--- config.mk ---
export PLATFORM = sky130hd
export DESIGN_NAME = double_ended_queue_top_flat
export DESIGN_NICKNAME = d
export VERILOG_FILES = /design/src/rtl/core/deq_pkg.sv /design/src/rtl/core/deq_if.sv /design/src/rtl/core/double_ended_queue_top.sv /design/src/rtl/core/deq_store.sv /design/src/flat_wrapper.sv
export VERILOG_INCLUDE_DIRS = /design/src /design/src/rtl/core
export SDC_FILE = /design/constraint.sdc
export NUM_CORES = 1
export LEC_CHECK = 0
export ABC_AREA = 1
export BUFFER_PORTS_ARGS = -buffer_cell sky130_fd_sc_hd__buf_2
export CAP_MARGIN = 15
export CORE_AREA = 2 2 316 318
export DETAILED_ROUTE_END_ITERATION = 8
export DIE_AREA = 0 0 318 320
export SLEW_MARGIN = 20
export SYNTH_ARGS = -nofsm -noshare
export SYNTH_HDL_FRONTEND = slang
export SYNTH_SLANG_ARGS = --single-unit
--- constraint.sdc ---
create_clock -name clk -period 4.8 [get_ports clk]
set_input_delay 0.72 -clock clk [delete_from_list [all_inputs] [get_ports clk]]
set_output_delay 0.72 -clock clk [all_outputs]
set_load 0.005 [all_outputs]
--- src/rtl/core/assert_macros.svh ---
// Assertion macros for the RTL of the deque block.
// Depends on nothing; included by the top level.
`ifndef ASSERT_MACROS_SVH
`define ASSERT_MACROS_SVH

// Clocked assertion that is switched off while reset is asserted.
`define ASSERT_CLK(lbl, clk, rst_n, prop, msg) \
    lbl: assert property (@(posedge clk) disable iff (!rst_n) prop) else $error(msg);

// Clocked assertion that also holds while reset is asserted.
`define ASSERT_ALWAYS(lbl, clk, prop, msg) \
    lbl: assert property (@(posedge clk) prop) else $error(msg);

`endif

--- src/rtl/core/deq_pkg.sv ---
// Package for the deque block: field widths, operation codes and status codes.
// Depends on nothing; used by the interfaces and the top level.
`default_nettype none

package deq_pkg;

    localparam int OP_W     = 3;
    localparam int VALUE_W  = 32;
    localparam int LEN_W    = 3;
    localparam int STATUS_W = 3;
    localparam int FIELD_MAX_LEN = 4;

    localparam logic [OP_W-1:0] OP_PUSH_BACK  = 3'd0;
    localparam logic [OP_W-1:0] OP_PUSH_FRONT = 3'd1;
    localparam logic [OP_W-1:0] OP_POP_BACK   = 3'd2;
    localparam logic [OP_W-1:0] OP_POP_FRONT  = 3'd3;
    localparam logic [OP_W-1:0] OP_PEEK_FRONT = 3'd4;
    localparam logic [OP_W-1:0] OP_PEEK_BACK  = 3'd5;

    localparam logic [STATUS_W-1:0] ST_OK    = 3'd0;
    localparam logic [STATUS_W-1:0] ST_EMPTY = 3'd1;
    localparam logic [STATUS_W-1:0] ST_FULL  = 3'd2;
    localparam logic [STATUS_W-1:0] ST_ZERO  = 3'd3;
    localparam logic [STATUS_W-1:0] ST_SMALL = 3'd4;

endpackage

`default_nettype wire

--- src/rtl/core/deq_if.sv ---
// Valid/ready channel interfaces for the deque block: command and response.
// Depends on deq_pkg for the field widths.
`default_nettype none

interface deq_cmd_if;
    import deq_pkg::*;

    logic                valid;
    logic                ready;
    logic [OP_W-1:0]     op;
    logic [VALUE_W-1:0]  value;
    logic [LEN_W-1:0]    byte_count;

    modport source (output valid, output op, output value, output byte_count, input ready);
    modport sink   (input valid, input op, input value, input byte_count, output ready);
endinterface

interface deq_rsp_if #(
    parameter int OCC_W = 5
);
    import deq_pkg::*;

    logic                valid;
    logic                ready;
    logic [STATUS_W-1:0] status;
    logic [VALUE_W-1:0]  data_out;
    logic [LEN_W-1:0]    length_out;
    logic [OCC_W-1:0]    occupancy;

    modport source (output valid, output status, output data_out, output length_out,
                    output occupancy, input ready);
    modport sink   (input valid, input status, input data_out, input length_out,
                    input occupancy, output ready);
endinterface

`default_nettype wire

--- src/rtl/core/double_ended_queue_top.sv ---
// Bounded double-ended queue held in a ring buffer with byte-length tagged entries.
// Depends on deq_pkg, deq_if, deq_store and assert_macros.svh.
//
// Commands arrive on cmd and each gives exactly one response on rsp, in order.
// A command is a push, a pop or a peek at either end; other op codes are answered ST_OK and change nothing.
// Pointers and the entry count are updated in the cycle a command is transferred,
// and the store is read or written at that same edge.
// The response register is loaded from the middle stage and the registered read of the
// entry store when the middle stage advances, and rsp.valid rises with it; a command thus
// passes the middle stage and then the response register before its response is taken.
// Throughput is one command per cycle while rsp is ready; each command uses at most one
// of the store's single read port and single write port.
// When rsp stalls, the held response stays stable, one more command is taken into
// the middle stage, and cmd.ready then falls until the response is taken.
// Reset empties the queue at once and clears both pipeline stages; entry contents
// are left as they are and are never read before being written.
// The occupancy value is $clog2(DEPTH+1) bits wide; the rsp field width is the interface parameter OCC_W.
`default_nettype none

module double_ended_queue_top #(
    parameter int DEPTH      = 16,
    parameter int DATA_BYTES = 4
) (
    input  wire logic clk,
    input  wire logic rst_n,
    deq_cmd_if.sink   cmd,
    deq_rsp_if.source rsp
);
    import deq_pkg::*;
    `include "assert_macros.svh"

    localparam int PTR_W   = $clog2(DEPTH);
    localparam int CNT_W   = $clog2(DEPTH + 1);
    localparam int SUM_W   = CNT_W + 1;
    localparam int MAX_LEN = (DATA_BYTES < FIELD_MAX_LEN) ? DATA_BYTES : FIELD_MAX_LEN;
    localparam int DATA_W  = 8 * MAX_LEN;
    localparam int WORD_W  = DATA_W + LEN_W;

    typedef struct packed {
        logic [STATUS_W-1:0] status;
        logic                reads;
        logic                peek;
        logic [LEN_W-1:0]    cap;
        logic [CNT_W-1:0]    occ;
    } s1_t;

    logic [PTR_W-1:0]    front_reg, front_next;
    logic [CNT_W-1:0]    count_reg, count_next;
    logic                s1_valid_reg;
    s1_t                 s1_reg, s1_next;
    logic                rsp_valid_reg;
    logic [STATUS_W-1:0] status_reg, status_next;
    logic [VALUE_W-1:0]  data_reg, data_next;
    logic [LEN_W-1:0]    length_reg, length_next;
    logic [CNT_W-1:0]    occ_reg;

    logic                s1_advance;
    logic                cmd_xfer;
    logic                is_push;
    logic                is_take;
    logic                at_back;
    logic [PTR_W-1:0]    front_dec;
    logic [PTR_W-1:0]    front_inc;
    logic [SUM_W-1:0]    tail_sum;
    logic [SUM_W-1:0]    back_sum;
    logic [PTR_W-1:0]    tail_slot;
    logic [PTR_W-1:0]    back_slot;
    logic [LEN_W-1:0]    len_sat;
    logic [DATA_W-1:0]   kept_data;

    logic                wr_en;
    logic [PTR_W-1:0]    wr_addr;
    logic                rd_en;
    logic [PTR_W-1:0]    rd_addr;
    logic [WORD_W-1:0]   rd_word;
    logic [LEN_W-1:0]    rd_len;
    logic [DATA_W-1:0]   rd_data;

    assign s1_advance = s1_valid_reg && (!rsp_valid_reg || rsp.ready);
    assign cmd.ready  = !s1_valid_reg || s1_advance;
    assign cmd_xfer   = cmd.valid && cmd.ready;

    assign is_push = (cmd.op == OP_PUSH_BACK) || (cmd.op == OP_PUSH_FRONT);
    assign is_take = (cmd.op == OP_POP_BACK) || (cmd.op == OP_POP_FRONT)
                  || (cmd.op == OP_PEEK_FRONT) || (cmd.op == OP_PEEK_BACK);
    assign at_back = (cmd.op == OP_POP_BACK) || (cmd.op == OP_PEEK_BACK);

    assign front_dec = (front_reg == '0) ? PTR_W'(DEPTH - 1) : front_reg - 1'b1;
    assign front_inc = (front_reg == PTR_W'(DEPTH - 1)) ? '0 : front_reg + 1'b1;

    assign tail_sum  = SUM_W'(front_reg) + SUM_W'(count_reg);
    assign back_sum  = tail_sum - 1'b1;
    assign tail_slot = (tail_sum >= SUM_W'(DEPTH)) ? PTR_W'(tail_sum - SUM_W'(DEPTH))
                                                    : PTR_W'(tail_sum);
    assign back_slot = (back_sum >= SUM_W'(DEPTH)) ? PTR_W'(back_sum - SUM_W'(DEPTH))
                                                    : PTR_W'(back_sum);

    assign len_sat = (cmd.byte_count > LEN_W'(MAX_LEN)) ? LEN_W'(MAX_LEN) : cmd.byte_count;

    always_comb
    begin
        for (int b = 0; b < MAX_LEN; b++)
        begin
            kept_data[8*b +: 8] = (LEN_W'(b) < len_sat) ? cmd.value[8*b +: 8] : 8'h00;
        end
    end

    always_comb
    begin
        front_next     = front_reg;
        count_next     = count_reg;
        wr_en          = 1'b0;
        wr_addr        = tail_slot;
        rd_en          = 1'b0;
        rd_addr        = front_reg;
        s1_next.status = ST_OK;
        s1_next.reads  = 1'b0;
        s1_next.peek   = (cmd.op == OP_PEEK_FRONT) || (cmd.op == OP_PEEK_BACK);
        s1_next.cap    = cmd.byte_count;
        if (is_push)
        begin
            if (cmd.byte_count == '0)
            begin
                s1_next.status = ST_ZERO;
            end
            else if (count_reg == CNT_W'(DEPTH))
            begin
                s1_next.status = ST_FULL;
            end
            else
            begin
                wr_en      = cmd_xfer;
                count_next = count_reg + 1'b1;
                if (cmd.op == OP_PUSH_FRONT)
                begin
                    wr_addr    = front_dec;
                    front_next = front_dec;
                end
            end
        end
        else if (is_take)
        begin
            if (count_reg == '0)
            begin
                s1_next.status = ST_EMPTY;
            end
            else
            begin
                s1_next.reads = 1'b1;
                rd_en         = cmd_xfer;
                rd_addr       = at_back ? back_slot : front_reg;
                if (cmd.op == OP_POP_BACK)
                begin
                    count_next = count_reg - 1'b1;
                end
                else if (cmd.op == OP_POP_FRONT)
                begin
                    count_next = count_reg - 1'b1;
                    front_next = front_inc;
                end
            end
        end
        s1_next.occ = count_next;
    end

    deq_store #(
        .DEPTH  (DEPTH),
        .WORD_W (WORD_W)
    ) u_store (
        .clk     (clk),
        .wr_en   (wr_en),
        .wr_addr (wr_addr),
        .wr_data ({len_sat, kept_data}),
        .rd_en   (rd_en),
        .rd_addr (rd_addr),
        .rd_data (rd_word)
    );

    assign rd_len  = rd_word[WORD_W-1 -: LEN_W];
    assign rd_data = rd_word[DATA_W-1:0];

    always_comb
    begin
        status_next = s1_reg.status;
        data_next   = '0;
        length_next = '0;
        if (s1_reg.reads)
        begin
            length_next = rd_len;
            if (s1_reg.peek && (s1_reg.cap < rd_len))
            begin
                status_next = ST_SMALL;
            end
            else
            begin
                data_next = VALUE_W'(rd_data);
            end
        end
    end

    always_ff @(posedge clk or negedge rst_n)
    begin
        if (!rst_n)
        begin
            front_reg     <= '0;
            count_reg     <= '0;
            s1_valid_reg  <= 1'b0;
            rsp_valid_reg <= 1'b0;
        end
        else
        begin
            if (cmd_xfer)
            begin
                front_reg <= front_next;
                count_reg <= count_next;
            end
            if (cmd_xfer)
            begin
                s1_valid_reg <= 1'b1;
            end
            else if (s1_advance)
            begin
                s1_valid_reg <= 1'b0;
            end
            if (s1_advance)
            begin
                rsp_valid_reg <= 1'b1;
            end
            else if (rsp.ready)
            begin
                rsp_valid_reg <= 1'b0;
            end
        end
    end

    always_ff @(posedge clk)
    begin
        if (cmd_xfer)
        begin
            s1_reg <= s1_next;
        end
        if (s1_advance)
        begin
            status_reg <= status_next;
            data_reg   <= data_next;
            length_reg <= length_next;
            occ_reg    <= s1_reg.occ;
        end
    end

    assign rsp.valid      = rsp_valid_reg;
    assign rsp.status     = status_reg;
    assign rsp.data_out   = data_reg;
    assign rsp.length_out = length_reg;
    assign rsp.occupancy  = occ_reg;

    `ASSERT_ALWAYS(a_count_bound, clk, !rst_n || (count_reg <= CNT_W'(DEPTH)), "entry count above depth")
    `ASSERT_CLK(a_count_step, clk, rst_n, (count_reg == $past(count_reg)) || (count_reg == $past(count_reg) + 1'b1) || (count_reg == $past(count_reg) - 1'b1), "entry count moved by more than one")
    `ASSERT_CLK(a_xfer_fills, clk, rst_n, cmd_xfer |=> s1_valid_reg, "transferred command lost from middle stage")
    `ASSERT_CLK(a_stall_blocks, clk, rst_n, (s1_valid_reg && rsp_valid_reg && !rsp.ready) |-> !cmd.ready, "command taken with both stages held")

endmodule

`default_nettype wire

--- src/rtl/core/deq_store.sv ---
// Entry store of the deque: one write port and one read port with registered read data.
// Depends on nothing; instantiated by the top level.
`default_nettype none

module deq_store #(
    parameter int DEPTH  = 16,
    parameter int WORD_W = 35
) (
    input  wire logic                     clk,
    input  wire logic                     wr_en,
    input  wire logic [$clog2(DEPTH)-1:0] wr_addr,
    input  wire logic [WORD_W-1:0]        wr_data,
    input  wire logic                     rd_en,
    input  wire logic [$clog2(DEPTH)-1:0] rd_addr,
    output logic      [WORD_W-1:0]        rd_data
);

    logic [WORD_W-1:0] mem [DEPTH];
    logic [WORD_W-1:0] rd_data_reg;

    always_ff @(posedge clk)
    begin
        if (wr_en)
        begin
            mem[wr_addr] <= wr_data;
        end
        if (rd_en)
        begin
            rd_data_reg <= mem[rd_addr];
        end
    end

    assign rd_data = rd_data_reg;

endmodule

`default_nettype wire

--- src/flat_wrapper.sv ---
// flat-port wrapper written by rule: the top's interface ports become plain ports
module double_ended_queue_top_flat import deq_pkg::*;
#(
    parameter int DEPTH      = 16,
    parameter int DATA_BYTES = 4
)
  (clk, rst_n, cmd_valid, cmd_op, cmd_value, cmd_byte_count, cmd_ready, rsp_valid, rsp_status, rsp_data_out, rsp_length_out, rsp_occupancy, rsp_ready);
  deq_cmd_if cmd_i ();
  deq_rsp_if #(.OCC_W(5)) rsp_i ();
  input  wire logic clk;
  input  wire logic rst_n;
  input wire logic [$bits(cmd_i.valid)-1:0] cmd_valid;
  input wire logic [$bits(cmd_i.op)-1:0] cmd_op;
  input wire logic [$bits(cmd_i.value)-1:0] cmd_value;
  input wire logic [$bits(cmd_i.byte_count)-1:0] cmd_byte_count;
  output wire logic [$bits(cmd_i.ready)-1:0] cmd_ready;
  output wire logic [$bits(rsp_i.valid)-1:0] rsp_valid;
  output wire logic [$bits(rsp_i.status)-1:0] rsp_status;
  output wire logic [$bits(rsp_i.data_out)-1:0] rsp_data_out;
  output wire logic [$bits(rsp_i.length_out)-1:0] rsp_length_out;
  output wire logic [$bits(rsp_i.occupancy)-1:0] rsp_occupancy;
  input wire logic [$bits(rsp_i.ready)-1:0] rsp_ready;
  assign cmd_i.valid = cmd_valid;
  assign cmd_i.op = cmd_op;
  assign cmd_i.value = cmd_value;
  assign cmd_i.byte_count = cmd_byte_count;
  assign cmd_ready = cmd_i.ready;
  assign rsp_valid = rsp_i.valid;
  assign rsp_status = rsp_i.status;
  assign rsp_data_out = rsp_i.data_out;
  assign rsp_length_out = rsp_i.length_out;
  assign rsp_occupancy = rsp_i.occupancy;
  assign rsp_i.ready = rsp_ready;
  double_ended_queue_top #(.DEPTH(DEPTH), .DATA_BYTES(DATA_BYTES)) u_core (.clk(clk), .rst_n(rst_n), .cmd(cmd_i), .rsp(rsp_i));
endmodule
Word level (Yosys, flattened, before mapping)
Memories as Yosys holds them, arrays and structs flattened. A register that Yosys moved wholly into a read port is not among the register bits.
Cells that the tools add are included.
Storage, ports and cells
  register bits after elaboration: 67
  RAM bits: 560
  bits of input ports: 42
  word-level logic and storage cells: 120
  memories kept: 1
Operators by class
  $add $sub $neg: 8
  order comparisons: 8
  equality and inequality tests: 12
  muxes and demuxes: 52
  bitwise logic cells: 2
  reductions and logical operators: 24
Memory list
  u_core.u_store.mem: depth 16, width 35, rd ports 1, clocked after memory_dff 1, write ports 1, RTL line deq_store.sv:18  | logic [WORD_W-1:0] mem [DEPTH];
Operators with widths (number)
  $mux W4: 21
  $mux W5: 7
  $mux W8: 4
  $mux W3: 5
  $mux W1: 14
  $ge A6 B5 Y1 const B: 2
  $sub A4 B1 Y4 const B: 3
  $logic_or A1 B1 Y1: 8
  $reduce_and A8 Y1: 1
  $reduce_bool A2 Y1: 4
  $add A4 B5 Y6: 1
  $eq A3 B2 Y1 const B: 2
  $eq A3 B3 Y1 const B: 2
  $logic_not A3 Y1: 2
  $lt A1 B3 Y1 const A: 2
  $lt A2 B3 Y1 const A: 2
  $ne A2 B2 Y1 const B: 3
  $sub A6 B1 Y6 const B: 1
  $add A5 B1 Y5 const B: 1
  $eq A5 B5 Y1 const B: 1
  $logic_not A5 Y1: 1
  $sub A5 B1 Y5 const B: 1
  $add A4 B1 Y4 const B: 1
  $eq A4 B4 Y1 const B: 1
  10 further kinds: 16

Depth between registers and ports, before layout
  word-level depth: 10
  gate-level depth with buffers: 14

Cells and area by module
Synthesis repeated with hierarchy kept, for this count alone.
Unflattened totals
  cells, all modules: 2752
  area total of the unflattened synthesis: 28643.7 µm²
Modules (own cells, without submodules)
  deq_store: times used 1, cells an instance 2315, area an instance 24956.4 µm²
  double_ended_queue_top: times used 1, cells an instance 437, area an instance 3687.3 µm²

Worst setup path after synthesis
Ideal clock, no wire load.
  kind: input to register
  start: input port cmd_byte_count[1]
  end: memory u_core.u_store.mem[14][0] (enable)
  library setup time: 427 ps
  arrival time: 3342 ps
  setup slack: 1031 ps
  stages: 9
  buffers on the path: 0
  cells stage by stage: nor2_2 -> nand2_2 -> nand2_1 -> inv_2 -> nand4_1 -> inv_1 -> o21ai_0 -> nand2_1 -> nor2_1
Between the ends
  longest elaborated chain between the ends: 5
  elaborated cells between the ends (all ways): 7
  classes of those cells: mux: 6; reduce/logical: 1
Ends and longest elaborated chain
  start: declaration: RTL line flat_wrapper.sv:15  | input wire logic [$bits(cmd_i.byte_count)-1:0] cmd_byte_count;
  $logic_not A3 Y1 *: RTL line double_ended_queue_top.sv:122  | if (cmd.byte_count == '0)
  $mux W1: RTL line double_ended_queue_top.sv:122
  $mux W1: RTL line double_ended_queue_top.sv:120  | if (is_push)
  $mux W1: RTL line deq_store.sv:23  | if (wr_en)
  $mux W1 (implied by the code): RTL line deq_store.sv:25  | mem[wr_addr] <= wr_data;
  end: declaration: RTL line deq_store.sv:18
Mark *: on every way between the ends. The rest lies on a longest branch, timed or not.

Final worst setup path
  start: register u_core.front_reg[0]
  end: register u_core.u_store.rd_data_reg[32], in the netlist u_core.u_store.rd_data[32] (read register of u_core.u_store.mem) (data pin)
Between the ends
  longest elaborated chain between the ends: 8
  elaborated cells between the ends (all ways): 9
  classes of those cells: add/sub: 3; order compare: 1; mux: 5
Ends and longest elaborated chain
  start: declaration: RTL line double_ended_queue_top.sv:47  | logic [PTR_W-1:0] front_reg, front_next;
  start signal: assignment: RTL line double_ended_queue_top.sv:214  | front_reg <= front_next;
  $add A4 B5 Y6: RTL line double_ended_queue_top.sv:91  | assign tail_sum = SUM_W'(front_reg) + SUM_W'(count_reg);
  $sub A6 B1 Y6: RTL line double_ended_queue_top.sv:92  | assign back_sum = tail_sum - 1'b1;
  $ge A6 B5 Y1 or $sub A4 B1 Y4 (tied branches): RTL line double_ended_queue_top.sv:95  | assign back_slot = (back_sum >= SUM_W'(DEPTH)) ? PTR_W'(back_sum - SUM_W'(DEPTH))
  $mux W4: RTL line double_ended_queue_top.sv:95
  $mux W4: RTL line double_ended_queue_top.sv:151  | rd_addr = at_back ? back_slot : front_reg;
  $mux W4: RTL line double_ended_queue_top.sv:143  | if (count_reg == '0)
  $mux W4: RTL line double_ended_queue_top.sv:141  | else if (is_take)
  $mux W4 *: RTL line double_ended_queue_top.sv:120
  end: declaration: RTL line deq_store.sv:19  | logic [WORD_W-1:0] rd_data_reg;
Marked as above.
A chain may end at the register's enable or synchronous reset.

==> summary.txt <==
Critical path
  • Internal reg-to-reg setup slack: between 1000 and 1500 ps
  • Crit path buf inv count: 2
  • Delay-heaviest family, CP: adder cells
  • Crit-path slowest cell: o21ai_4
  • Worst R2R Start: u_core.front_reg[0]
  • CP Launch Type: flop
  • R2R Path End: u_core.u_store.rd_data[32]
  • Critical path's largest stage delay: slightly above 700 ps
  • Most frequent CP cell: nand3_1
  • R2R depth: 10
  • Cell Chain, Critical Path: ha_1 -> fa_1 -> inv_1 -> ha_1 -> o21ai_4 -> buf_4 -> nand3_1 -> nand3_1 -> nand3_1 -> nand2_1
  • CP required: about 5300 ps
  • Crit path max fanout: 17
  • CP endpoint kind: flop
  • WS Path Type: reg2reg
  • Worst Path Arrival: a little under 4000 ps

Power and ir drop
  • VDD IR max: 0.505 mV
  • Reg power frac: a little over a third
  • Leakage: 14.4 nW
  • P_int: around 12 mW
  • Power Dens Cells: between 500 and 600 nW/um^2
  • Pwr Total: around 20 mW
  • Switching part of the total power: 39.8%
  • Psw: a little under 8 mW
  • Comb pwr share: roughly 39%
  • Clock network fraction of total power: between 20% and 30%

Floorplan
  • Core footprint: 98000 sq um
  • # rows: roughly 120
  • Die Y: between 300 and 400 microns
  • Chip width: 318 microns
  • Die footprint: between 100000 and 150000 sq um
  • I/O pin cnt: 87
  • Initial Utilization: a little under 30%

CTS
  • Clk slew on worst S/H paths: ~60 ps
  • CTS tree: done
  • Worst-Skew Late Latency: between 600 and 700 ps
  • Total CTS buffers: 68
  • Root Driver: clkbuf_16
  • H-tree Lvls: 3
  • Clock sink total: 661
  • CTS Buffer Depth: 3
  • Post-CTS Setup Bufs: 0

Routing
  • Routed wire per std cell: around 18 microns
  • Post-route ant nets: 0
  • Vias: just under 20000
  • Vias/cell: around 4.6
  • Detailed Routing Iterations Pass 1: 5
  • Routed wire length: slightly below 80000 microns
  • DRC viols: 0
  • DR iter-0 viols: about 1700

Placed design
  • Port bufs: 86
  • GP Congestion: between 0.8 and 0.9
  • Pre-CTS WS: between 1000 and 1500 ps
  • Detailed placer's ending HPWL: 45500 microns

Global routing
  • Total track usage: between 15 and 20%
  • Global-route wire length before repair: about 120000 microns
  • Met1 Use GR: 20.7%
  • Largest net degree at the start of global routing: between 100 and 150
  • Overflow after GRT: 0
  • Met3 usage: under 10%
  • Met2 usage: 24.8%
  • Gr busiest metal: met2
  • Initial antenna violation count: 6
  • Vias in the first global route: about 19000

Synthesis
  • Post-Synth Simple-Gate Area: ~20%
  • Adder-Cell Fraction of Synth Area: 0.496%
  • Mean Syn Cell Area: between 10 and 15 sq um
  • Synth warn: 0
  • Mapped Nets: ~2900
  • Sequential element share of the synthesized area: between 60% and 70%
  • Main combinational cell family by area after synthesis: simple AND/OR/NAND/NOR gates
  • Post-synthesis compound-gate area fraction: 0.727%
  • Register bit count reported by yosys: around 660
  • Gate Count Post-Synth: approximately 2800
  • Yosys cell types: 33
  • Share of the synthesized netlist area taken by xor and xnor gates: 0.300%
  • Mux contribution to synthesized area: 0%
  • Mapped cell area: around 30000 sq um

Min path
  • Worst hold path class: in2reg
  • Hold Path Sink: u_core.s1_reg[5]
  • Hold depth: 1
  • Worst hold start: cmd_byte_count[0]

Timing
  • Min cycle time layout: roughly 3400 ps
  • Tcrit/Tclk final: 70.7%
  • Max Slew Vio Count: 0
  • RSZ-0062 raised after global routing: no
  • Final setup vio count: 0
  • Final WS setup: 1410 ps
  • Slew of the pin with the lowest slew margin: about 1100 ps
  • Relative slew slack: a little under a quarter
  • Setup tns final: 0 ps
  • Hold_ws: 330 ps
  • Layout Skew: around 32 ps
  • Final Hold Fails: 0
  • Peak Freq: approximately 300 MHz

Layout
  • Core Util, Final: around a third
  • Commonest cells after routing, fill and taps aside: nand3_1 (684), inv_1 (669), edfxtp_1 (650)
  • Nets@finish: a little under 3000
  • Leading cell type in the layout, fill and taps excluded: nand3_1
  • Diodes inserted: 0
  • Layout cells sized above 1: around a tenth
  • Syn-to-layout area delta: 15.0%
  • Filler cells: slightly below 10000
  • Max reg flops: 560

Run
  • Maximum Capacitance Violations: 0

Status
  • Status: completed
-- final cells by class --
cell class	count	area [sq um]	share of cell area, %
repair buffers	154	1190	3.55
well taps	1287	1610	4.79
inverters	672	2520	7.50
multi-input cells	1331	6390	19.0
clock buffers	83	1830	5.45
flip-flops and latches	661	19800	58.8
clock inverters	42	297	0.882
-- metal layers --
metal | vias up | wire, microns
li1 | 9273 | -
met1 | 9380 | 34300
met2 | 669 | 36500
met3 | 122 | 5020
met4 | 4 | 2030
met5 | - | 28
-- how the worst max path moves through the flow --
stage / startpoint / endpoint / slack [ps] / cells after the start
after global placement: cmd_byte_count[1] / u_core.u_store.mem[8][9] / 1120 / 12
after CTS: u_core.front_reg[0] / u_core.u_store.rd_data[32] / 1390 / 10
after detailed placement: cmd_byte_count[1] / u_core.u_store.mem[9][25] / 1140 / 12
after floorplan: cmd_byte_count[1] / u_core.u_store.mem[14][0] / 1030 / 9
after global routing: u_core.front_reg[0] / u_core.u_store.rd_data[32] / 1250 / 10
final: u_core.front_reg[0] / u_core.u_store.rd_data[32] / 1410 / 10
-- worst reg2reg max path, delay by kind of cell (launching register included) --
| kind | cells | cell delay [ps] |
|---|---|---|
| buffers and inverters | 2 | 460 |
| and+or+nand+nor | 4 | 500 |
| adders and majority gates | 3 | 1110 |
| DFF | 1 | 470 |
| AOI/OAI and AO/OA | 1 | 720 |
-- power by group through the flow --
stage	registers [mW]	logic (mW)	clock network, mW
6_report	7.14	7.75	5.11
5_1_grt	7.17	8.53	5.42
4_1_cts	7.14	7.79	5.20
3_5_place_dp	7.26	7.77	0
3_3_place_gp	7.26	7.71	0
2_1_floorplan	7.18	5.16	0
-- cells by family after synthesis --
| family | Yosys count |
|---|---|
| and+or+nand+nor | 1272 |
| buffers and inverters | 809 |
| DFF | 661 |
| AOI/OAI and AO/OA | 38 |
| adders and majority gates | 11 |
| xor gates and xnor gates | 10 |
-- stage by stage --
stage                     area [sq um]  instances
after floorplan                  29200       2801
after global placement           31500       4104
after detailed placement         31500       4104
after CTS                        33600       4230
after global routing             33600       4230
final                            33600       4230
-- cells in the mapped netlist (all sizes together) --
master / n / share of area, %
ha: 10 / 0.43
o21ai: 24 / 0.45
nand3b: 1 / 0.026
xnor2: 2 / 0.060
o22ai: 3 / 0.064
xor2: 8 / 0.24
o211ai: 3 / 0.077
fa: 1 / 0.068
clkbuf: 43 / 0.55
nand4: 4 / 0.086
dfrtp: 11 / 0.94
edfxtp: 650 / 67
clkinv: 1 / 0.013
nor2: 82 / 1.1
a21oi: 8 / 0.14
or2: 1 / 0.021
nand2: 496 / 6.5
inv: 671 / 8.6
buf: 94 / 2.1
nor3: 1 / 0.017
nand3: 687 / 12
-- repair_timing --
item / in CTS / in global routing
hold buffers: 1 / 0
gates resized for setup: 0 / 0
endpoints found under the hold margin: 11 / 0
Note: power is estimated with default switching activity, not from simulation.
